==> src/design/utu_pkg.sv <==
// Shared types and constants for the UTF-8 to UTF-16 transcoder.
// No dependencies; every other design file imports this package.
package utu_pkg;

  localparam int JOB_UNITS   = 4;
  localparam int QUEUE_DEPTH = 4;

  localparam logic [15:0] UNIT_REPL = 16'hFFFD;
  localparam logic [15:0] UNIT_BOM  = 16'hFEFF;

  // Configuration register indexes (byte address 4*i)
  localparam logic REG_LITTLE_ENDIAN = 1'b0;
  localparam logic REG_ADD_BOM       = 1'b1;

  // One decoded input byte: the UTF-16 units it produces, in output order
  typedef struct packed {
    logic [JOB_UNITS-1:0][15:0] units;
    logic [2:0]                 cnt;
    logic                       last;
  } job_t;

endpackage

==> src/design/utf8_to_utf16_transcoder.sv <==
// Top level of the UTF-8 to UTF-16 transcoder: APB registers and the
// front end, job queue and byte serializer. Depends on utu_pkg, utu_front, utu_fifo, utu_back.

// The block takes one UTF-8 byte per cycle on the slave stream while the queue has room, and
// sends UTF-16 bytes on the master stream, one byte per cycle while m_tready is high, each
// 16-bit unit in the byte order of little_endian. Each input byte is decoded in the cycle it
// is accepted and its output units go into a QUEUE_DEPTH-entry job queue; the serializer sends
// each unit as two bytes. An ASCII byte thus yields two output bytes, a four-byte sequence four,
// and a byte that triggers a resync up to eight. The sustained rate is therefore set by the
// serializer's output. m_tuser marks the last byte caused by an input byte and m_tlast the last
// byte of a string. Registers: little_endian at 0x0, add_bom at 0x4.
module utf8_to_utf16_transcoder #(
  parameter int QUEUE_DEPTH = utu_pkg::QUEUE_DEPTH
) (
  input  logic        clk,
  input  logic        rst,
  input  logic        s_tvalid,
  output logic        s_tready,
  input  logic [7:0]  s_tdata,   // [7:0] in_byte
  input  logic        s_tlast,
  output logic        m_tvalid,
  input  logic        m_tready,
  output logic [7:0]  m_tdata,   // [7:0] out_byte
  output logic        m_tuser,   // [0] run_last
  output logic        m_tlast,
  input  logic        psel,
  input  logic        penable,
  input  logic        pwrite,
  input  logic [2:0]  paddr,
  input  logic [31:0] pwdata,
  output logic [31:0] prdata,
  output logic        pready
);
  import utu_pkg::*;

  logic little_endian;
  logic add_bom;
  logic reg_idx;
  logic accept;
  logic push, pop, full, head_valid;
  job_t job, head;

  assign pready  = 1'b1;
  assign reg_idx = paddr[2];

  always_ff @(posedge clk) begin
    if (rst) begin
      little_endian <= 1'b0;
      add_bom       <= 1'b0;
    end else if (psel && penable && pwrite && pready) begin
      unique case (reg_idx)
        REG_LITTLE_ENDIAN: little_endian <= pwdata[0];
        REG_ADD_BOM:       add_bom       <= pwdata[0];
        default: ;
      endcase
    end
  end

  always_comb begin
    unique case (reg_idx)
      REG_LITTLE_ENDIAN: prdata = {31'b0, little_endian};
      REG_ADD_BOM:       prdata = {31'b0, add_bom};
      default:           prdata = 32'b0;
    endcase
  end

  assign s_tready = !full;
  assign accept   = s_tvalid && s_tready;

  utu_front u_front (
    .clk     (clk),
    .rst     (rst),
    .add_bom (add_bom),
    .accept  (accept),
    .in_byte (s_tdata),
    .in_last (s_tlast),
    .push    (push),
    .job     (job)
  );

  utu_fifo #(
    .DEPTH (QUEUE_DEPTH)
  ) u_fifo (
    .clk   (clk),
    .rst   (rst),
    .push  (push),
    .wdata (job),
    .full  (full),
    .pop   (pop),
    .rdata (head),
    .valid (head_valid)
  );

  utu_back u_back (
    .clk           (clk),
    .rst           (rst),
    .little_endian (little_endian),
    .head_valid    (head_valid),
    .head          (head),
    .pop           (pop),
    .m_tvalid      (m_tvalid),
    .m_tready      (m_tready),
    .m_tdata       (m_tdata),
    .m_tuser       (m_tuser),
    .m_tlast       (m_tlast)
  );

endmodule

==> src/design/utu_front.sv <==
// Front end: UTF-8 sequence decoder that turns each input byte into a job of UTF-16 units.
// Depends on utu_pkg.
module utu_front (
  input  logic          clk,
  input  logic          rst,
  input  logic          add_bom,
  input  logic          accept,
  input  logic [7:0]    in_byte,
  input  logic          in_last,
  output logic          push,
  output utu_pkg::job_t job
);
  import utu_pkg::*;

  typedef struct packed {
    logic [1:0]  n;
    logic [15:0] hi;
    logic [15:0] lo;
  } code_units_t;

  function automatic code_units_t code_units(input logic [20:0] c);
    code_units_t r;
    logic [20:0] v;
    v = c - 21'h010000;
    r.n  = 2'd1;
    r.hi = UNIT_REPL;
    r.lo = 16'h0000;
    if (c <= 21'h00D7FF || (c >= 21'h00E000 && c <= 21'h00FFFF)) begin
      r.hi = c[15:0];
    end else if (c >= 21'h010000 && c <= 21'h10FFFF) begin
      r.n  = 2'd2;
      r.hi = 16'hD800 + {6'b0, v[19:10]};
      r.lo = 16'hDC00 + {6'b0, v[9:0]};
    end
    return r;
  endfunction

  logic [20:0] code_accum, code_accum_next;
  logic [1:0]  bytes_needed, bytes_needed_next;
  logic [1:0]  bytes_held, bytes_held_next;
  logic        at_string_start;

  logic [1:0]  lead_n;
  logic [4:0]  lead_bits;
  logic [20:0] acc_cat;
  logic [1:0]  n_repl;
  logic [1:0]  tail_n;
  logic [15:0] tail0, tail1;
  logic        do_lead;
  code_units_t cu;

  logic [5:0]       cand_en;
  logic [5:0][15:0] cand;

  always_comb begin
    lead_n    = 2'd0;
    lead_bits = 5'd0;
    if (in_byte[7:3] == 5'b11110) begin
      lead_n    = 2'd3;
      lead_bits = {2'b00, in_byte[2:0]};
    end else if (in_byte[7:4] == 4'b1110) begin
      lead_n    = 2'd2;
      lead_bits = {1'b0, in_byte[3:0]};
    end else if (in_byte[7:5] == 3'b110) begin
      lead_n    = 2'd1;
      lead_bits = in_byte[4:0];
    end
  end

  assign acc_cat = {code_accum[14:0], in_byte[5:0]};

  always_comb begin
    n_repl            = 2'd0;
    tail_n            = 2'd0;
    tail0             = 16'h0000;
    tail1             = 16'h0000;
    do_lead           = 1'b0;
    code_accum_next   = code_accum;
    bytes_needed_next = bytes_needed;
    bytes_held_next   = bytes_held;
    cu                = code_units(acc_cat);
    if (bytes_needed != 2'd0) begin
      if (in_byte[7:6] == 2'b10) begin
        if (bytes_needed == 2'd1) begin
          tail_n            = cu.n;
          tail0             = cu.hi;
          tail1             = cu.lo;
          code_accum_next   = '0;
          bytes_needed_next = 2'd0;
          bytes_held_next   = 2'd0;
        end else begin
          code_accum_next   = acc_cat;
          bytes_needed_next = bytes_needed - 2'd1;
          bytes_held_next   = bytes_held + 2'd1;
          // truncated string: one replacement for the lead and each held byte
          if (in_last) begin
            n_repl = bytes_held + 2'd2;
          end
        end
      end else begin
        // resync: replace lead and held bytes, then retry this byte as a lead
        n_repl            = bytes_held + 2'd1;
        code_accum_next   = '0;
        bytes_needed_next = 2'd0;
        bytes_held_next   = 2'd0;
        do_lead           = 1'b1;
      end
    end else begin
      do_lead = 1'b1;
    end

    if (do_lead) begin
      if (!in_byte[7]) begin
        tail_n = 2'd1;
        tail0  = {8'h00, in_byte};
      end else if (lead_n != 2'd0 && !in_last) begin
        code_accum_next   = {16'b0, lead_bits};
        bytes_needed_next = lead_n;
        bytes_held_next   = 2'd0;
      end else begin
        tail_n = 2'd1;
        tail0  = UNIT_REPL;
      end
    end

    if (in_last) begin
      code_accum_next   = '0;
      bytes_needed_next = 2'd0;
      bytes_held_next   = 2'd0;
    end
  end

  // Candidate units in output order: mark, up to three replacements, tail
  always_comb begin
    cand    = {tail1, tail0, UNIT_REPL, UNIT_REPL, UNIT_REPL, UNIT_BOM};
    cand_en = {tail_n == 2'd2, tail_n != 2'd0, n_repl == 2'd3, n_repl >= 2'd2,
               n_repl != 2'd0, at_string_start && add_bom};
  end

  // Pack enabled candidates into consecutive slots
  always_comb begin
    job = '0;
    for (int k = 0; k < 6; k++) begin
      if (cand_en[k] && job.cnt != 3'(JOB_UNITS)) begin
        job.units[job.cnt[1:0]] = cand[k];
        job.cnt                 = job.cnt + 3'd1;
      end
    end
    job.last = in_last;
  end

  assign push = accept && (job.cnt != 3'd0);

  always_ff @(posedge clk) begin
    if (rst) begin
      code_accum      <= '0;
      bytes_needed    <= 2'd0;
      bytes_held      <= 2'd0;
      at_string_start <= 1'b1;
    end else if (accept) begin
      code_accum      <= code_accum_next;
      bytes_needed    <= bytes_needed_next;
      bytes_held      <= bytes_held_next;
      at_string_start <= in_last;
    end
  end

endmodule

==> src/design/utu_fifo.sv <==
// Job queue between the decoder front end and the byte serializer.
// Depends on utu_pkg; DEPTH must be a power of two, at least 2.
module utu_fifo #(
  parameter int DEPTH = utu_pkg::QUEUE_DEPTH
) (
  input  logic          clk,
  input  logic          rst,
  input  logic          push,
  input  utu_pkg::job_t wdata,
  output logic          full,
  input  logic          pop,
  output utu_pkg::job_t rdata,
  output logic          valid
);
  import utu_pkg::*;

  localparam int AW = $clog2(DEPTH);

  job_t        mem [DEPTH];
  logic [AW:0] wptr, rptr;

  assign valid = (wptr != rptr);
  assign full  = (wptr[AW] != rptr[AW]) && (wptr[AW-1:0] == rptr[AW-1:0]);
  assign rdata = mem[rptr[AW-1:0]];

  always_ff @(posedge clk) begin
    if (push) begin
      mem[wptr[AW-1:0]] <= wdata;
    end
  end

  always_ff @(posedge clk) begin
    if (rst) begin
      wptr <= '0;
      rptr <= '0;
    end else begin
      if (push) begin
        wptr <= wptr + 1'b1;
      end
      if (pop) begin
        rptr <= rptr + 1'b1;
      end
    end
  end

endmodule

==> src/design/utu_back.sv <==
// Back end: serializes queued UTF-16 units into bytes through an output register.
// Depends on utu_pkg.
module utu_back (
  input  logic          clk,
  input  logic          rst,
  input  logic          little_endian,
  input  logic          head_valid,
  input  utu_pkg::job_t head,
  output logic          pop,
  output logic          m_tvalid,
  input  logic          m_tready,
  output logic [7:0]    m_tdata,   // [7:0] out_byte
  output logic          m_tuser,   // [0] run_last
  output logic          m_tlast
);
  import utu_pkg::*;

  logic [2:0]  idx;
  logic [15:0] unit;
  logic [7:0]  byte_sel;
  logic [3:0]  last_idx;
  logic        run_end;
  logic        load;

  assign unit     = head.units[idx[2:1]];
  assign byte_sel = (idx[0] != little_endian) ? unit[7:0] : unit[15:8];
  assign last_idx = {head.cnt, 1'b0} - 4'd1;
  assign run_end  = ({1'b0, idx} == last_idx);
  assign load     = head_valid && (!m_tvalid || m_tready);
  assign pop      = load && run_end;

  always_ff @(posedge clk) begin
    if (rst) begin
      m_tvalid <= 1'b0;
      idx      <= 3'd0;
    end else if (load) begin
      m_tvalid <= 1'b1;
      idx      <= run_end ? 3'd0 : idx + 3'd1;
    end else if (m_tready) begin
      m_tvalid <= 1'b0;
    end
  end

  always_ff @(posedge clk) begin
    if (load) begin
      m_tdata <= byte_sel;
      m_tuser <= run_end;
      m_tlast <= run_end && head.last;
    end
  end

`ifndef NO_ASSERTIONS
  a_no_empty_job: assert property (@(posedge clk) disable iff (rst)
    head_valid |-> head.cnt != 3'd0)
    else $error("empty job reached the serializer");

  a_idx_wraps: assert property (@(posedge clk) disable iff (rst)
    (load && run_end) |=> idx == 3'd0)
    else $error("byte index did not wrap after the last byte of a job");

  a_idx_in_job: assert property (@(posedge clk) disable iff (rst)
    head_valid |-> {1'b0, idx} <= last_idx)
    else $error("byte index ran past the end of the job");

  a_end_is_run_end: assert property (@(posedge clk) disable iff (rst)
    (m_tvalid && m_tlast) |-> m_tuser)
    else $error("string end without run end");
`endif

endmodule

==> config.mk <==
export PLATFORM = sky130hd
export DESIGN_NAME = utf8_to_utf16_transcoder
export DESIGN_NICKNAME = d
export VERILOG_FILES = /design/src/design/utu_pkg.sv /design/src/design/utf8_to_utf16_transcoder.sv /design/src/design/utu_front.sv /design/src/design/utu_fifo.sv /design/src/design/utu_back.sv
export SDC_FILE = /design/constraint.sdc
export NUM_CORES = 1
export LEC_CHECK = 0
export BUFFER_PORTS_ARGS = -buffer_cell sky130_fd_sc_hd__buf_2
export CORE_AREA = 3 3 198 200
export DETAILED_ROUTE_END_ITERATION = 12
export DIE_AREA = 0 0 201 203
export PLACE_DENSITY = 0.64
export SLEW_MARGIN = 15
export SYNTH_ARGS = -nofsm -noshare
export SYNTH_HDL_FRONTEND = slang
export SYNTH_SLANG_ARGS = --single-unit
==> constraint.sdc <==
create_clock -name clk -period 8.8 [get_ports clk]
set_input_delay 1.76 -clock clk [delete_from_list [all_inputs] [get_ports clk]]
set_output_delay 1.76 -clock clk [all_outputs]
set_load 0.05 [all_outputs]
After elaboration in Yosys (flattened, before gate mapping). Memories as Yosys holds them, arrays and structs flattened. A register that Yosys moved wholly into a read port is not among the register bits. Index checks and enable logic that the tools add are counted.

Bits in registers: 48. Bits in latches: 0. Memory bits (writable): 272. Memory bits (read-only): 0. Word-level logic and storage cells: 189. Memories kept: 1.

Memory list: u_fifo.mem (words 4, width 68, read ports 1, clocked after Yosys merged registers in 1, write ports 1, line utu_fifo.sv:19) `job_t mem [DEPTH];`.

$add $sub $neg: 15. Multiply operators: 0. Divide/modulo/power cells: 0. Magnitude comparators: 17. Equality and inequality tests: 17. Shift-type cells: 0. Mux-type cells: 81. Bitwise logic cells: 10. Reduce and logical (&&, ||, !) cells: 35.

Operators with widths (number): 2-to-1 mux 67 bit (5); 2-to-1 mux 16 bit (17); demux 16 bit (select 2 bit) (5); 2-to-1 mux 21 bit (7); bitwise mux 64 bit (2); bitwise OR 60 bit (2); case mux 32 bit (2 select lines) (1); bitwise OR 15 x 60 -> 60 bit (1); 2-to-1 mux 2 bit (29); <= comparator 21 x 16 -> 1 bit (second input constant) (2); 2-to-1 mux 34 bit (1); adder 15 x 11 -> 16 bit (first input constant) (2); binary-select mux 16 bit (select 2 bit) (1); adder 3 x 1 -> 3 bit (second input constant) (8); logical AND 1 bit (22); greater-or-equal comparator 21 x 16 -> 1 bit (second input constant) (1); greater-or-equal comparator 21 x 17 -> 1 bit (second input constant) (1); <= comparator 21 bit (second input constant) (1); subtractor 20 x 17 -> 20 bit (second input constant) (1); 2-to-1 mux 19 bit (1); < comparator 2 x 3 -> 1 bit (second input constant) (6); 2-to-1 mux 5 bit (3); != test 3 bit (second input constant) (5); NOT 4 bit (3); other kinds (26) (48).

Longest topological paths before layout. Gate-level depths: netlist (run 1).

Depth in word-level cells: 39. Mapped depth: 26. Mapped depth without buffers: 23.

Hierarchy. From an unflattened synthesis (run 1), not the netlist that was laid out.

Cells, all modules: 957. Area, all modules: 14878.0 um2.

Modules (own cells, without submodules): utu_fifo (times used 1, cells an instance 396, area each 10236.1 um2); utu_front (times used 1, cells an instance 447, area each 3166.8 um2); utu_back (times used 1, cells an instance 68, area each 1112.3 um2); utf8_to_utf16_transcoder (times used 1, cells an instance 46, area each 362.8 um2).

Worst setup path before layout (run 1). No wires, ideal clock.

Kind: input to register. Start point: input port s_tdata[6]. End point: register u_fifo.wptr[2]. Setup time: 0.068 ns. Data arrival time: 8.597 ns. Required time: 8.732 ns. Setup slack: 0.135 ns. Stages on the path: 20. Path through: buf_2 > nor2b_1 > xnor2_1 > a221oi_1 > inv_1 > fa_1 > ha_1 > a21o_1 > a21oi_1 > o21ai_2 > inv_1 > ha_1 > nor3_1 > a31o_2 > buf_6 > xnor2_2 > ha_1 > nand2b_1 > a2111oi_4 > mux2_4.

Word-level cells in the longest chain between the ends: 20. Elaborated cells between the ends (all ways): 43.

RTL lines: from (decl) (line utf8_to_utf16_transcoder.sv:19) `input logic [7:0] s_tdata,`; branches (longest 17 deep; another with adder 3 x 1 -> 3 bit); 2-to-1 mux 67 bit * (line utu_front.sv:144) `if (cand_en[k] && job.cnt != 3'(JOB_UNITS)) begin`; nonzero test 3 bit * (line utu_front.sv:152) `assign push = accept && (job.cnt != 3'd0);`; logical AND 1 bit * (line utu_front.sv:152); to (signal assigned) (line utu_fifo.sv:38) `wptr <= wptr + 1'b1;`; to (decl) (line utu_fifo.sv:20) `logic [AW:0] wptr, rptr;`.

Mark *: on every way between the ends. A chain may end at the register's enable or synchronous reset.

Worst setup path in the final report (run 1).
Start point: input port s_tdata[7]. End point: memory u_fifo.mem[2][7] (netlist bit) (enable).

Word-level cells in the longest chain between the ends: 22. Elaborated cells between the ends (all ways): 45.

RTL lines: branches (longest 17 deep; another with adder 3 x 1 -> 3 bit); 2-to-1 mux 67 bit * (line utu_front.sv:144); nonzero test 3 bit * (line utu_front.sv:152); logical AND 1 bit * (line utu_front.sv:152); 2-to-1 mux 1 bit * (line utu_fifo.sv:27) `if (push) begin`; 2-to-1 mux 1 bit (not written as such) * (line utu_fifo.sv:28) `mem[wptr[AW-1:0]] <= wdata;`; to (decl) (line utu_fifo.sv:19).

Marked as above.

==> results.rst, run 1 <==
.. list-table::
   :header-rows: 1

   * - Metric
     - Value
   * - Run status
     - finished, final reports clean
   * - Top-Level Pins
     - 96
   * - Clock H-tree levels
     - 2
   * - Gpl congestion
     - 0.8842
   * - Max rail drop VDD
     - 0.1264 mV
   * - Met3 track demand over resource in global routing
     - 3.046%
   * - End of the critical path
     - u_fifo.mem[2][7]
   * - Cell family with the largest share of critical-path delay
     - compound AO/OA/AOI/OAI gates
   * - Design internal power
     - 2.667 mW
   * - Wire length of the first global-routing pass
     - 51,210 um
   * - Count of flip-flops with a built-in enable after synthesis
     - 282
   * - Worst-path fanout max
     - 28
   * - DRC violation count after routing
     - 0
   * - Sequential element share of the synthesized area
     - 61.05%
   * - Clock Sink Count
     - 316
   * - Synth Instances
     - 992
   * - # hold bufs at CTS
     - 0
   * - Most common cell in the netlist
     - edfxtp_1
   * - P&R area growth vs syn
     - 11.05%
   * - Antenna viol nets, final
     - 0
   * - DRT Pass-1 Iters
     - 5
   * - Maximum clock path buffer count
     - 3
   * - Endpoints failing setup
     - 0
   * - Number of antenna repair diodes
     - 0
   * - Number of buffers inserted by post-CTS setup repair
     - 0
   * - Top area cells in the synthesized netlist
     - edfxtp_1 57%, mux4_2 13%, dfxtp_1 4.5%, ha_1 2.3%, buf_4 1.8%
   * - Met1 routing resource usage after global routing
     - 23.50%
   * - Sequential share of power
     - 50.4%
   * - Share of layout cells above drive strength 1
     - 23.20%
   * - Initial antenna violation count
     - 0
   * - Max-capacitance violation count
     - 0
   * - Flop-to-flop setup slack
     - 1910 ps
   * - Pre-CTS setup slack
     - 655.1 ps
   * - Wire length per cell
     - 21.56 um
   * - Total Die Area
     - 0.04080 mm2
   * - Post-layout min period
     - 7635 ps
   * - Worst Path Required
     - 9000 ps
   * - Relative contribution of combinational cells to total power
     - 12.0%
   * - RSZ-0062 raised after global routing
     - false
   * - GRT Util Overall
     - 16.13%
   * - Fmax
     - 131.0 MHz
   * - Post-synth top cells
     - 282 x edfxtp_1, 84 x mux4_2, 65 x nor2_1, 42 x a21oi_1
   * - GRT met2 Usage
     - 24.76%
   * - Slew headroom
     - 30.55%
   * - Capture instance of the worst register-to-register path
     - u_fifo.mem[2][7]
   * - Die Span X
     - 201 um
   * - Vias
     - 8,617
   * - Setup Skew
     - 13.23 ps
   * - Yosys warnings
     - 0
   * - Critical path cell sequence
     - buf_2 > nor2b_1 > xnor2_1 > a221oi_1 > inv_1 > fa_1 > ha_1 > a21o_1 > a21oi_1 > o21ai_2 > inv_1 > ha_1 > nor3_1 > a31o_2 > mux2i_2 > ha_1 > nand2b_1 > a211oi_2 > and2_4 > buf_12
   * - Initial core utilization
     - 39.88%
   * - Largest net degree at the start of global routing
     - 66
   * - Start of the worst register-to-register path
     - u_front.bytes_needed[0]
   * - Max-slew violations
     - 0
   * - Kind of end point of the critical path
     - register
   * - Depth of the critical timing path with buffers and inverters included
     - 20
   * - Pwr per Cell Area
     - 210.7 mW/mm2
   * - Post-cts sizing count
     - 0
   * - Total of flip-flops plus latches after synthesis
     - 316
   * - Post-synth top area cell
     - edfxtp_1
   * - Avg Cell Area, Syn
     - 15.11 um2
   * - Core box area
     - 0.03758 mm2
   * - GR Overflow Total
     - 0
   * - Total clock buffers created by CTS
     - 35
   * - Minimum setup slack in the final design
     - 1165 ps
   * - Clock Latency Late Sink
     - 500 ps
   * - Slowest stage delay, CP
     - 560 ps
   * - Total number of placement rows
     - 71
   * - Final HPWL from detailed placement
     - 21,520 um
   * - Data arrival time of the critical path
     - 7830 ps
   * - Leakage power total
     - 5.565 nW
   * - Launch point of the worst path
     - s_tdata[7]
   * - Cell area after synthesis
     - 0.01499 mm2
   * - Reported net switching power
     - 0.8400 mW
   * - Worst Setup Path Type
     - in2reg
   * - Share of the core filled with cells in the final layout
     - 44.29%
   * - Worst hold margin
     - 501.7 ps
   * - Final period utilization
     - 86.77%
   * - Buf/Inv on CP
     - 4
   * - Sw Share
     - 23.95%
   * - Class of the most critical hold timing path
     - reg2reg
   * - Endpoints failing hold
     - 0
   * - Final net count
     - 1,098
   * - Iteration-0 DRC count of the detailed router
     - 894
   * - Via density per instance
     - 5.559
   * - Number of different library cells in the post-synthesis netlist
     - 78
   * - Top flip-flop cell by instance count after synthesis
     - edfxtp_1
   * - Depth of the worst register-to-register path
     - 20
   * - Root buffer cell
     - clkbuf_16
   * - Number of global-route vias before repair
     - 8,395
   * - Input/output buffers
     - 30
   * - Layer with the highest usage after global routing
     - met2
   * - Clk pin slew, worst setup/hold paths
     - 50 ps
   * - Clock tree from TritonCTS
     - done
   * - Area share of the leading cell type in the synthesized netlist
     - 56.50%
   * - Cell occurring most often along the worst timing path
     - ha_1
   * - Setup total negative slack
     - 0 ps
   * - Tightest Pin Transition
     - 1042 ps
   * - Die span in y
     - 203 um
   * - Post-synth ARST share
     - 0%
   * - Part of the power in the clock network
     - 37.6%
   * - Total Wirelength
     - 33,420 um
   * - Kind of launch point of the worst setup path
     - input pin
   * - Slowest library cell on the worst path
     - and2_4
## cell families (layout without fill, tap and decap cells)
kind of cell	after synthesis	count (layout)	share of synthesized area, %
AND/OR/NAND/NOR	196	196	6.645
other	2	32	0.05011
adder cells (fa/ha/maj)	28	28	2.388
multiplexers	123	123	15.65
AO/OA/AOI/OAI	186	186	8.850
buffers and inverters	126	143	4.441
flip-flops	316	316	61.05
XOR/XNOR	15	15	0.9267
## metrics by stage
| stage | cell area, um2 | std cells | power, mW |
|---|---|---|---|
| finish | 16640 | 1550 | 3.507 |
| global route | 16640 | 1550 | 3.639 |
| CTS | 16630 | 1549 | 3.545 |
| detailed placement | 15610 | 1492 | 2.223 |
| global placement | 15610 | 1492 | 2.214 |
| floorplan | 15100 | 1022 | 2.102 |
## state kept, by name (all words and copies together), names as in the netlist, 2 cells and up, named ones only
signal	count
u_fifo.mem	272
u_back.idx	3
u_front.bytes_held	2
u_front.bytes_needed	2
u_back.m_tdata	8
u_fifo.rptr	3
u_fifo.wptr	3
u_front.code_accum	15
## worst min-delay path by stage
stage / start / to / slack (ps) / cells past startpoint
floorplan: u_front.at_string_start / u_front.at_string_start / 460 / 2
global route: u_front.at_string_start / u_front.at_string_start / 530 / 2
CTS: u_back.m_tvalid / u_back.m_tvalid / 500 / 2
global placement: u_front.at_string_start / u_front.at_string_start / 480 / 2
detailed placement: u_back.m_tvalid / u_back.m_tvalid / 480 / 2
finish: u_back.m_tvalid / u_back.m_tvalid / 500 / 2
## layout make-up
type	count	area, um2
timing repair buffer	55	412.9
clock inverter	12	91.34
inverter	31	116.4
sequential	316	9154
tap	511	639.4
clock buffer	45	933.4
fill	3347	20940
multi-input combinational	580	5295
## layer usage
metal / vias up / share of wire, %
met3: 60 / 6.8
met1: 4354 / 44
met5: - / 0
met4: 0 / 2.7
li1: 3881 / -
met2: 322 / 46
## power groups by stage
stage | clock [mW] | sequential (mW) | combinational [mW]
after floorplan | 0 | 1.83 | 0.269
after global placement | 0 | 1.80 | 0.417
after detailed placement | 0 | 1.80 | 0.422
after CTS | 1.35 | 1.77 | 0.424
after global routing | 1.41 | 1.78 | 0.451
final | 1.32 | 1.77 | 0.420
## placed cells by master, fill, tap and decap left out, types with 19 or more instances in the layout
master,n
edfxtp_1,282
mux4_2,84
nor2_1,65
a21oi_1,42
nand2_1,37
o21ai_0,37
clkbuf_16,35
conb_1,32
dfxtp_1,32
inv_1,30
buf_2,30
ha_1,27
mux2_2,24
a21o_1,19
## worst min-delay path, stage by stage, from the launching register on
cell,delay (ps)
dfxtp_1,310
nand2b_1,80
a21oi_1,60
Note: power is estimated with default switching activity, not from simulation.
==> run 2, diff against run 1 <==
CORE_AREA = 3 3 228 174   (was 3 3 198 200)
DIE_AREA = 0 0 231 177   (was 0 0 201 203)
PLACE_DENSITY = 0.62   (was 0.64)
SLEW_MARGIN = not set   (was 15)
clock period = 7.8 ns   (was 8.8 ns; I/O delays follow)
==> run 2 against run 1 <==
Net effect: routed wire length up 1.7%; die area rose by 0.21%; cell count decreased by 0.97%; sequential power is 13% higher; highest routed layer unchanged.
==> results.rst, run 2 (synthesis results as in run 1) <==
.. list-table::
   :header-rows: 1

   * - Metric
     - Value
   * - Run status
     - finished, final reports clean (unchanged)
   * - Buf/Inv on CP
     - 4 (unchanged)
   * - Input/output buffers
     - 30 (unchanged)
   * - Slew headroom
     - 27.51% (was 30.55%)
   * - Clk pin slew, worst setup/hold paths
     - 60 ps (was 50 ps)
   * - Clock tree from TritonCTS
     - done (unchanged)
   * - Final cell count without fillers
     - 1,535 (was 1,550)
   * - Clock Latency Late Sink
     - 570 ps (was 500 ps)
   * - DRT Pass-1 Iters
     - 5 (unchanged)
   * - Die Span X
     - 231 um (was 201 um)
   * - Setup Skew
     - 19.72 ps (was 13.23 ps)
   * - Commonest cells after routing, fill and taps aside
     - 282 x edfxtp_1, 84 x mux4_2, 65 x nor2_1 (unchanged)
   * - Sw Share
     - 24.44% (was 23.95%)
   * - Initial core utilization
     - 40.24% (was 39.88%)
   * - Depth of the worst register-to-register path
     - 20 (unchanged)
   * - Maximum clock path buffer count
     - 3 (unchanged)
   * - Reported net switching power
     - 0.9573 mW (was 0.8400 mW)
   * - Clock H-tree levels
     - 1 (was 2)
   * - Final net count
     - 1,088 (was 1,098)
   * - Total Wirelength
     - 34,000 um (was 33,420 um)
   * - Worst Path Required
     - 8030 ps (was 9000 ps)
   * - Number of antenna repair diodes
     - 0 (unchanged)
   * - Worst-path fanout max
     - 18 (was 28)
   * - Core box area
     - 0.03725 mm2 (was 0.03758 mm2)
   * - Pwr per Cell Area
     - 235.7 mW/mm2 (was 210.7 mW/mm2)
   * - Critical path cell sequence
     - buf_2 > or4b_4 > o32ai_4 > inv_2 > fa_1 > ha_2 > a21o_1 > a211o_1 > o21ai_2 > inv_2 > ha_4 > nor3_2 > a31o_2 > mux2i_2 > ha_1 > nand2b_4 > a211oi_2 > and2_4 > buf_4 (was buf_2 > nor2b_1 > xnor2_1 > a221oi_1 > inv_1 > fa_1 > ha_1 > a21o_1 > a21oi_1 > o21ai_2 > inv_1 > ha_1 > nor3_1 > a31o_2 > mux2i_2 > ha_1 > nand2b_1 > a211oi_2 > and2_4 > buf_12)
   * - Number of buffers inserted by post-CTS setup repair
     - 0 (unchanged)
   * - DRC violation count after routing
     - 0 (unchanged)
   * - GR Overflow Total
     - 0 (unchanged)
   * - Share of layout cells above drive strength 1
     - 24.15% (was 23.20%)
   * - Post-cts sizing count
     - 0 (unchanged)
   * - Sequential share of power
     - 51.0% (was 50.4%)
   * - Vias
     - 8,552 (was 8,617)
   * - Depth of the critical timing path with buffers and inverters included
     - 19 (was 20)
   * - Most common cell after layout, fill and taps aside
     - edfxtp_1 (unchanged)
   * - Die span in y
     - 177 um (was 203 um)
   * - Root buffer cell
     - clkbuf_16 (unchanged)
   * - Total Die Area
     - 0.04089 mm2 (was 0.04080 mm2)
   * - Wire length of the first global-routing pass
     - 52,090 um (was 51,210 um)
   * - RSZ-0062 raised after global routing
     - false (unchanged)
   * - Tightest Pin Transition
     - 1083 ps (was 1042 ps)
   * - Max rail drop VDD
     - 0.1838 mV (was 0.1264 mV)
   * - Kind of end point of the critical path
     - register (unchanged)
   * - Gpl congestion
     - 0.8974 (was 0.8842)
   * - Initial antenna violation count
     - 2 (was 0)
   * - Data arrival time of the critical path
     - 6980 ps (was 7830 ps)
   * - Number of global-route vias before repair
     - 8,316 (was 8,395)
   * - Via density per instance
     - 5.571 (was 5.559)
   * - Slowest library cell on the worst path
     - fa_1 (was and2_4)
   * - Max-slew violations
     - 0 (unchanged)
   * - Total number of placement rows
     - 61 (was 71)
   * - # hold bufs at CTS
     - 0 (unchanged)
   * - Part of the power in the clock network
     - 37.0% (was 37.6%)
   * - Post-layout min period
     - 6750 ps
   * - Max FFs per register
     - 272 (unchanged)
   * - Worst Setup Path Type
     - in2reg (unchanged)
   * - Class of the most critical hold timing path
     - reg2reg (unchanged)
   * - Cell family with the largest share of critical-path delay
     - compound AO/OA/AOI/OAI gates (unchanged)
   * - Top-Level Pins
     - 96 (unchanged)
   * - Antenna viol nets, final
     - 0 (unchanged)
   * - GRT Util Overall
     - 16.61% (was 16.13%)
   * - Kind of launch point of the worst setup path
     - input pin (unchanged)
   * - Fmax
     - 148.1 MHz
   * - Endpoints failing hold
     - 0 (unchanged)
   * - Design internal power
     - 2.959 mW (was 2.667 mW)
   * - Cell occurring most often along the worst timing path
     - inv_2 (was ha_1)
   * - Fillers
     - 3,326 (was 3,347)
   * - Iteration-0 DRC count of the detailed router
     - 872 (was 894)
   * - Total clock buffers created by CTS
     - 30 (was 35)
   * - Clock Sink Count
     - 316 (unchanged)
   * - P&R area growth vs syn
     - 10.90% (was 11.05%)
   * - Share of the core filled with cells in the final layout
     - 44.62% (was 44.29%)
   * - Max-capacitance violation count
     - 0 (unchanged)
   * - Final period utilization
     - 86.54%
   * - Largest net degree at the start of global routing
     - 69 (was 66)
   * - Endpoints failing setup
     - 0 (unchanged)
   * - Wire length per cell
     - 22.15 um (was 21.56 um)
   * - Leakage power total
     - 5.555 nW (was 5.565 nW)
   * - Relative contribution of combinational cells to total power
     - 12.1% (was 12.0%)
   * - Slowest stage delay, CP
     - 540 ps (was 560 ps)
   * - Cell count after placement
     - 1,481 (was 1,492)
   * - Final HPWL from detailed placement
     - 22,240 um (was 21,520 um)
   * - Depth of the worst hold-timing path
     - 2 (unchanged)
run 2: changes by cell type in the layout (fill, tap and decap cells not counted), moves of 3 or more:
cell | previous run | this run
buf_4 | 18 | 13
clkbuf_1 | 8 | 5
clkinv_2 | 3 | 8
clkbuf_16 | 35 | 31
clkinv_1 | 5 | 2
run 2: through the flow:
step	cell area (um2)	hold WS (ps)	total power, mW	setup slack (ps)	TNS [ps]
finish	16620	487.6	3.917	1050	0
global route	16620	512.6	4.060	719.9	0
CTS	16620	491.7	3.958	1024	0
detailed placement	15640	482.9	2.510	469.1	0
global placement	15640	473.3	2.500	586.0	0
floorplan	15170	458.4	2.375	-132.4	-6662
run 2: final timing paths:
kind / from / to / slack (ps)
max: s_tdata[7] / u_fifo.mem[0][36] / 1050
min: u_back.m_tvalid / u_back.m_tvalid / 490
max reg2reg: u_front.bytes_needed[0] / u_fifo.mem[0][36] / 1310
min reg2reg: u_back.m_tvalid / u_back.m_tvalid / 490
run 2: routing by layer:
metal,up-vias,GRT usage [%],share of wire (%)
li1,3857,-,-
met4,0,3.045,1.3
met5,-,0,0
met3,31,2.510,5.6
met1,4406,26.21,49
met2,258,24.58,44
run 2: power groups by stage:
stage | clock, mW | sequential, mW | combinational (mW)
after floorplan | 0 | 2.07 | 0.307
after global placement | 0 | 2.03 | 0.470
after detailed placement | 0 | 2.04 | 0.475
after CTS | 1.48 | 2.00 | 0.477
after global routing | 1.55 | 2.01 | 0.506
final | 1.45 | 2.00 | 0.472
run 2: cell type report:
| cell class | instances | area [um2] | area share [%] |
|---|---|---|---|
| Clock inverter | 14 | 126.4 | 0.7604 |
| Tap cell | 504 | 630.6 | 3.794 |
| Sequential cell | 316 | 9154 | 55.08 |
| Timing Repair Buffer | 50 | 387.9 | 2.334 |
| Clock buffer | 40 | 849.6 | 5.112 |
| Inverter | 31 | 116.4 | 0.7001 |
| Multi-Input combinational cell | 580 | 5355 | 32.22 |
run 2: worst reg2reg max path, delay by kind of cell (launching register included):
| family | cells | cell delay (ps) |
|---|---|---|
| mux | 1 | 390 |
| flops | 1 | 340 |
| compound gates | 6 | 1720 |
| simple gates | 4 | 1350 |
| buf+inv | 4 | 640 |
| fa+ha+maj | 5 | 1720 |
==> run 3, diff against run 2 <==
==> constraint.sdc (replaced) <==
create_clock -name clk -period 7.8 [get_ports clk]
set_input_delay 1.17 -clock clk [delete_from_list [all_inputs] [get_ports clk]]
set_output_delay 1.17 -clock clk [all_outputs]
set_load 0.05 [all_outputs]
==> run 3 against run 2 <==
Net effect: first-iteration DRC count is 9.3% higher; die area stayed put; maximum frequency up 1.0%; hold slack improved by 20 ps; count of clock-buffer cells in the layout down 2; clock skew shrank 12 ps; power fell by 1.3%; clock power decreased by 3%; global-route usage is 0.40 points higher; routed wire length grew 1.8%; largest power group unchanged.
==> results.rst, run 3 (synthesis results as in run 1) <==
.. list-table::
   :header-rows: 1

   * - Metric
     - Value
   * - Run status
     - finished, final reports clean (unchanged)
   * - GR Overflow Total
     - 0 (unchanged)
   * - Iteration-0 DRC count of the detailed router
     - 953 (was 872)
   * - Number of global-route vias before repair
     - 8,232 (was 8,316)
   * - Max-capacitance violation count
     - 0 (unchanged)
   * - Uppermost layer routed
     - met4 (unchanged)
   * - Clock tree from TritonCTS
     - done (unchanged)
   * - Die Span X
     - 231 um (unchanged)
   * - Total number of placement rows
     - 61 (unchanged)
   * - Worst-path fanout max
     - 24 (was 18)
   * - Worst Setup Path Type
     - reg2reg (was in2reg)
   * - Hold Path Origin
     - little_endian (was u_back.m_tvalid)
   * - Share of layout cells above drive strength 1
     - 22.40% (was 24.15%)
   * - Clock Sink Count
     - 316 (unchanged)
   * - Tightest Pin Transition
     - 1202 ps (was 1083 ps)
   * - Final period utilization
     - 85.65% (was 86.54%)
   * - Critical path cell sequence
     - inv_1 > ha_1 > or4b_4 > o32ai_4 > inv_2 > fa_1 > ha_2 > a21o_1 > a211o_1 > o21ai_2 > inv_1 > ha_1 > nor3_1 > a31o_2 > mux2i_2 > ha_1 > nand2b_1 > a211oi_2 > and2_4 > buf_12 (was buf_2 > or4b_4 > o32ai_4 > inv_2 > fa_1 > ha_2 > a21o_1 > a211o_1 > o21ai_2 > inv_2 > ha_4 > nor3_2 > a31o_2 > mux2i_2 > ha_1 > nand2b_4 > a211oi_2 > and2_4 > buf_4)
   * - Met2 wire len
     - 14,920 um (was 14,930 um)
   * - Class of the most critical hold timing path
     - reg2reg (unchanged)
   * - Via density per instance
     - 5.669 (was 5.571)
   * - Max FFs per register
     - 272 (unchanged)
   * - Slowest stage delay, CP
     - 650 ps (was 540 ps)
   * - Total Die Area
     - 0.04089 mm2 (unchanged)
   * - Final HPWL from detailed placement
     - 22,560 um (was 22,240 um)
   * - Max-slew violations
     - 0 (unchanged)
   * - Endpoints failing hold
     - 0 (unchanged)
   * - Slowest library cell on the worst path
     - or4b_4 (was fa_1)
   * - Maximum clock path buffer count
     - 3 (unchanged)
   * - Worst Path Required
     - 8060 ps (was 8030 ps)
   * - DRC violation count after routing
     - 0 (unchanged)
   * - Pwr per Cell Area
     - 234.5 mW/mm2 (was 235.7 mW/mm2)
   * - RSZ-0062 raised after global routing
     - false (unchanged)
   * - Die span in y
     - 177 um (unchanged)
   * - Gpl congestion
     - 0.8762 (was 0.8974)
   * - # hold bufs at CTS
     - 0 (unchanged)
   * - Metal1 wirelength
     - 16,570 um (was 16,710 um)
   * - Kind of launch point of the worst setup path
     - register (was input pin)
   * - Most common cell after layout, fill and taps aside
     - edfxtp_1 (unchanged)
   * - Worst hold margin
     - 507.6 ps (was 487.6 ps)
   * - Top-Level Pins
     - 96 (unchanged)
   * - Setup Skew
     - 7.861 ps (was 19.72 ps)
   * - Commonest cells after routing, fill and taps aside
     - 282 x edfxtp_1, 84 x mux4_2, 65 x nor2_1 (unchanged)
   * - Root buffer cell
     - clkbuf_16 (unchanged)
   * - Initial antenna violation count
     - 0 (was 2)
   * - DRT Pass-1 Iters
     - 5 (unchanged)
   * - Depth of the worst hold-timing path
     - 2 (unchanged)
   * - Depth of the worst register-to-register path
     - 20 (unchanged)
   * - Met3 Routed Length
     - 2559 um (was 1914 um)
   * - Start of the worst register-to-register path
     - u_front.bytes_needed[0] (unchanged)
   * - Fillers
     - 3,345 (was 3,326)
   * - Capture instance of the worst register-to-register path
     - u_fifo.mem[1][39] (was u_fifo.mem[0][36])
   * - Setup total negative slack
     - 0 ps (unchanged)
   * - End point of the most critical hold path
     - little_endian (was u_back.m_tvalid)
   * - Number of buffers inserted by post-CTS setup repair
     - 0 (unchanged)
   * - Wire length of the first global-routing pass
     - 52,880 um (was 52,090 um)
   * - Clock Latency Late Sink
     - 570 ps (about the same)
   * - Initial core utilization
     - 40.24% (unchanged)
   * - Wire length per cell
     - 22.59 um (was 22.15 um)
   * - Total clock buffers created by CTS
     - 29 (was 30)
   * - Flop-to-flop setup slack
     - 1120 ps (was 1310 ps)
   * - Leakage power total
     - 5.473 nW (was 5.555 nW)
   * - Final net count
     - 1,084 (was 1,088)
   * - Largest net degree at the start of global routing
     - 70 (was 69)
   * - Endpoints failing setup
     - 0 (unchanged)
   * - Max rail drop VDD
     - 0.1558 mV (was 0.1838 mV)
   * - GRT Util Overall
     - 17.01% (was 16.61%)
   * - Post-cts sizing count
     - 0 (unchanged)
   * - Number of antenna repair diodes
     - 0 (unchanged)
   * - Core box area
     - 0.03725 mm2 (unchanged)
   * - Clock H-tree levels
     - 1 (unchanged)
   * - Total Wirelength
     - 34,590 um (was 34,000 um)
   * - Vias
     - 8,680 (was 8,552)
   * - Data arrival time of the critical path
     - 6940 ps (was 6980 ps)
   * - Kind of end point of the critical path
     - register (unchanged)
   * - P&R area growth vs syn
     - 10.00% (was 10.90%)
   * - Fmax
     - 149.7 MHz (was 148.1 MHz)
   * - Slew headroom
     - 19.50% (was 27.51%)
   * - Antenna viol nets, final
     - 0 (unchanged)
   * - Cell occurring most often along the worst timing path
     - ha_1 (was inv_2)
   * - Launch point of the worst path
     - u_front.bytes_needed[0] (was s_tdata[7])
   * - Clk pin slew, worst setup/hold paths
     - 60 ps (about the same)
   * - Input/output buffers
     - 30 (unchanged)
   * - Post-layout min period
     - 6681 ps (was 6750 ps)
## run 3: metrics by stage
stage	power (mW)	area, um2	std cells	util (%)	setup WS (ps)
floorplan	2.372	15120	1022	-	38.67
global placement	2.499	15570	1478	41.80	765.5
detailed placement	2.508	15570	1478	41.80	694.5
CTS	3.904	16490	1531	44.26	1127
global route	4.013	16490	1531	44.26	786.0
finish	3.866	16490	1531	44.26	1119
## run 3: critical path, delay by kind of cell, from the launching register on
kind	cells	cell delay, ps
buf+inv	4	560
compound gates	6	1710
flops	1	330
mux	1	340
simple gates	4	1620
fa+ha+maj	5	1780
## run 3: worst max-delay path by stage
| stage | end | slack [ps] |
|---|---|---|
| 2_1_floorplan | u_fifo.wptr[2] | 40 |
| 5_1_grt | u_fifo.mem[2][23] | 790 |
| 3_3_place_gp | u_fifo.mem[2][7] | 770 |
| 4_1_cts | u_fifo.mem[1][39] | 1130 |
| 3_5_place_dp | u_fifo.mem[1][39] | 690 |
| 6_report | u_fifo.mem[1][39] | 1120 |
## run 3: power by group
group	total, mW	internal [mW]	switching, mW
Clock	1.40	0.786	0.611
Combinational	0.474	0.164	0.310
Sequential	2.00	1.96	0.0305
Total	3.87	2.91	0.952
## run 3: final cells by class
type	instances	area [um2]	area share [%]
clock inverter	15	157.7	0.9563
tap	504	630.6	3.825
inverter	31	116.4	0.7058
timing repair buffer	47	352.8	2.140
multi-input combinational	580	5315	32.24
sequential	316	9154	55.53
clock buffer	38	759.5	4.607
## run 3: routing by layer
metal  up-vias  GRT usage, %
met4         0         2.761
met1      4427         26.94
met2       362         24.78
met3        40         3.105
met5         -             0
li1       3851             -
